[config.mk]
export PLATFORM = sky130hd
export DESIGN_NAME = dmct_ram
export DESIGN_NICKNAME = d
export VERILOG_FILES = /design/src/rtl/core/dmct_ram.sv
export SDC_FILE = /design/constraint.sdc
export NUM_CORES = 2
export LEC_CHECK = 0
export BUFFER_PORTS_ARGS = -buffer_cell sky130_fd_sc_hd__buf_4
export CORE_ASPECT_RATIO = 1.2
export CORE_MARGIN = 3
export CORE_UTILIZATION = 45
export DETAILED_ROUTE_END_ITERATION = 7
export PLACE_DENSITY = 0.7
export SLEW_MARGIN = 10
export SYNTH_ARGS = -nofsm -noshare
export SYNTH_HDL_FRONTEND = slang
export SYNTH_SLANG_ARGS = --single-unit
[constraint.sdc]
create_clock -name clk -period 4.5 [get_ports clk]
set_clock_uncertainty 0.1 [all_clocks]
set_input_delay 0.45 -clock clk [delete_from_list [all_inputs] [get_ports clk]]
set_output_delay 0.45 -clock clk [all_outputs]
set_load 0.05 [all_outputs]
[src/rtl/core/dmct_ram.sv]
// Generic simple dual-port RAM with registered read (read-old on collision).
module dmct_ram #(
  parameter int WIDTH = 8,
  parameter int DEPTH = 256
) (
  input  logic                     clk,
  input  logic                     we,
  input  logic [$clog2(DEPTH)-1:0] waddr,
  input  logic [WIDTH-1:0]         wdata,
  input  logic                     re,
  input  logic [$clog2(DEPTH)-1:0] raddr,
  output logic [WIDTH-1:0]         rdata
);

  logic [WIDTH-1:0] mem [DEPTH];

  always_ff @(posedge clk) begin
    if (we) begin
      mem[waddr] <= wdata;
    end
    if (re) begin
      rdata <= mem[raddr];
    end
  end

endmodule

==> impl_metrics.tcl <==
set metrics [dict create \
    status "finished clean" \
    drtIter0Drc 4469 \
    grt_pass1_wl_um 282500 \
    switching_share_pct 20.93 \
    crit_required_ns 4.92 \
    drc 0 \
    synth_area_um2 79640 \
    die_h_um 466.8 \
    die_w_um 390.0 \
    rows 168 \
    synth_warnings 0 \
    numCtsBuffers 184 \
    synth_edf_count 2056 \
    clock_power_share_pct 39.4 \
    p_total_w 0.03809 \
    powerDensity_nw_per_um2 428.5 \
    p_int_w 0.03012 \
    max-vdd-ir-drop_v 0.0002854 \
    ios 35 \
    totalWireLength_um 193800 \
    first_global_vias 39680 \
    period_share_pct 79.65 \
    avgSynthCellArea_um2 21.33 \
    overflow 0 \
    synthFlopType "edfxtp_1" \
    path_class "in -> reg" \
    p_comb_share_pct 5.1 \
    drv_slew 0 \
    fmaxAchievable_ghz 0.2790 \
    post_cts_buffers 0 \
    seq_area_frac_synth_pct 77.53 \
    wire_per_inst_um 30.50 \
    postSynth.asyncResetShare_pct 0 \
    root_buffer "clkbuf_16" \
    hold_viol 0 \
    grt_start_max_net_pins 147 \
    cts_buffer_depth 3 \
    cts_tree "yes" \
    p_leak_nw 27.29 \
    drive_above_1_share_pct 22.98 \
    design.core.area_um2 175300 \
    instances_no_fill 6354 \
    nets 3939 \
    worst_pin_slew_ns 1.259 \
    holdWs_ns 0.04150 \
    clock-sinks 2056 \
    rsz0062_at_grt "no" \
    dr_total_vias 39120 \
    synthCells 3733 \
    cp-end-kind "register" \
    fp.dieArea_um2 182100 \
    finalSetupViolCount 0 \
    maxSlewHeadroom_pct 15.28 \
    cap_violations 0 \
    fill_cells 13580 \
    initial_core_util_pct 45.43 \
    min_path_type "in -> reg" \
    switchingPower_w 0.007972 \
    synth_fp_nets 3760 \
    clock_latency_ns 0.81 \
    cp_max_fo 54 \
    ys_seq_elements 2056 \
    place_inst 6020 \
    first_pass_iters 7 \
    cp.arrival_ns 4.01 \
    via_per_inst 6.157 \
    finalCriticalPeriod_ns 3.584 \
    worstSetupStartpointType "input pin" \
    portBuffers 34 \
    gp_congestion 0.8540 \
    post_synth_num_cell_types 54 \
    fin_setup_tns_ns 0 \
    areaGrowthSynthToFinish_pct 11.61 \
    htreeDepth 4 \
    antenna_found_initial 11 \
    path_clk_slew_ns 0.06 \
    sequentialPowerShare_pct 55.5 \
    hpwl_um 120700 \
    antenna_left 0 \
    grt.total_usage_pct 21.37 \
]
## worst paths after layout
path,start,endpoint,slack (ns),cells past startpoint
setup reg to reg,mem[77][4],rdata[4],1.26,6
hold reg to reg,mem[32][5],rdata[5],0.98,6
hold / removal,wdata[0],mem[132][0],0.04,1
setup / recovery,raddr[0],rdata[5],0.92,9
## per-stage QoR
stage	cell area, µm²	setup WS (ns)	util, %
detailed placement	83200	0.04434	47.46
CTS	88860	0.8959	50.69
global placement	83200	0.08524	47.46
floorplan	79640	1.874	-
global route	88870	0.8385	50.69
finish	88880	0.9159	50.70
## what timing repair did
item | 4_1_cts | 5_1_grt
endpoints found under the setup margin | 0 | 0
resized for setup | 0 | 0
hold buffers | 1 | 0
endpoints found under the hold margin | 8 | 0
## kinds of logic (layout without fill, tap and decap cells)
kind of cell | after synthesis | count (layout) | share of synthesized area (%)
buffers and inverters | 235 | 553 | 1.829
multiplexers | 591 | 591 | 14.60
flip-flops | 2056 | 2056 | 77.53
AND/OR/NAND/NOR | 466 | 466 | 2.625
AO/OA/AOI/OAI | 385 | 385 | 3.416
other | 0 | 8 | 0
## worst max-delay path, stage by stage
cell,delay [ns]
buf_8,0.30
buf_12,0.24
buf_12,0.39
mux4_2,0.56
a22o_1,0.24
a221oi_1,0.74
o32ai_1,0.35
nor3_1,0.53
nor4_1,0.12
## power groups by stage
stage                     clock [W]  sequential (W)  combinational (W)
after floorplan                   0          0.0216            0.00103
after global placement            0          0.0215            0.00191
after detailed placement          0          0.0216            0.00195
after CTS                    0.0152          0.0211            0.00195
after global routing         0.0159          0.0211            0.00204
final                        0.0150          0.0211            0.00194
## cells in the mapped netlist (2+ instances only)
library cell / instances / area share [%]
edfxtp_1: 2056 / 78
mux4_2: 454 / 13
nor2_1: 282 / 1.3
mux2i_1: 134 / 1.7
a22oi_1: 133 / 1.3
clkbuf_1: 111 / 0.52
a21oi_1: 96 / 0.60
o221ai_1: 46 / 0.51
nand3_1: 34 / 0.21
nand2_1: 33 / 0.16
buf_2: 31 / 0.19
nor2b_1: 31 / 0.24
o22ai_1: 28 / 0.22
buf_4: 27 / 0.25
nor4_1: 24 / 0.19
buf_1: 22 / 0.10
nor3_1: 22 / 0.14
buf_6: 21 / 0.30
a211oi_1: 16 / 0.15
a221oi_1: 13 / 0.14
buf_8: 13 / 0.25
nand4_1: 10 / 0.079
o211ai_1: 10 / 0.094
o21ai_0: 10 / 0.063
a22o_1: 8 / 0.088
buf_12: 8 / 0.20
nand2b_1: 8 / 0.063
and2_1: 6 / 0.047
o22a_1: 5 / 0.055
o32ai_1: 4 / 0.044
or2_2: 4 / 0.031
nor4_2: 3 / 0.047
a2111oi_0: 2 / 0.022
a2111oi_1: 2 / 0.025
a311oi_1: 2 / 0.022
a31oi_1: 2 / 0.016
and3b_1: 2 / 0.022
mux4_1: 2 / 0.066
nand3b_1: 2 / 0.019
o21ai_1: 2 / 0.013
## layout by cell type, fill, tap and decap left out, types with 3 or more instances in the layout
master	n
diode_2	8
mux4_2	454
clkbuf_16	190
inv_6	5
buf_12	27
a21oi_1	96
a221oi_1	13
bufinv_16	11
clkbuf_1	39
o21ai_0	10
edfxtp_1	2056
nand2b_1	8
nor3_1	22
nor2_1	279
nand4_1	10
o211ai_1	10
buf_8	6
a211oi_1	16
nor4_2	3
a22o_1	8
o32ai_1	4
nor2_4	3
o22ai_1	28
or2_2	4
and2_1	6
nand2_1	33
nor2b_1	28
a22oi_1	133
nor4_1	24
mux2i_1	134
clkinv_1	54
buf_4	188
o22a_1	5
clkbuf_8	4
o221ai_1	46
nand3_1	34
clkinv_2	22
## registers in the layout (all words and copies together) (netlist names)
register,count
mem,2048
rdata,8
## layout make-up
class	instances	area [µm²]	share of cell area (%)
diodes	8	20.02	0.02252
inverters	2	7.507	0.008446
flip-flops and latches	2056	61740	69.46
clock inverters	96	755.7	0.8502
well taps	2295	2872	3.231
multi-input cells	1442	16480	18.54
clock buffers	229	4901	5.514
repair buffers	226	2107	2.371
## metal layers
layer  vias up  global-route usage (%)  share of wire [%]
met5         -                       0              0.026
met4         6                   8.273                4.1
met3       388                   4.060                8.7
met2      1947                   35.29                 50
met1     20730                   28.32                 37
li1      16050                       -                  -
Note: power is estimated with default switching activity, not from simulation.
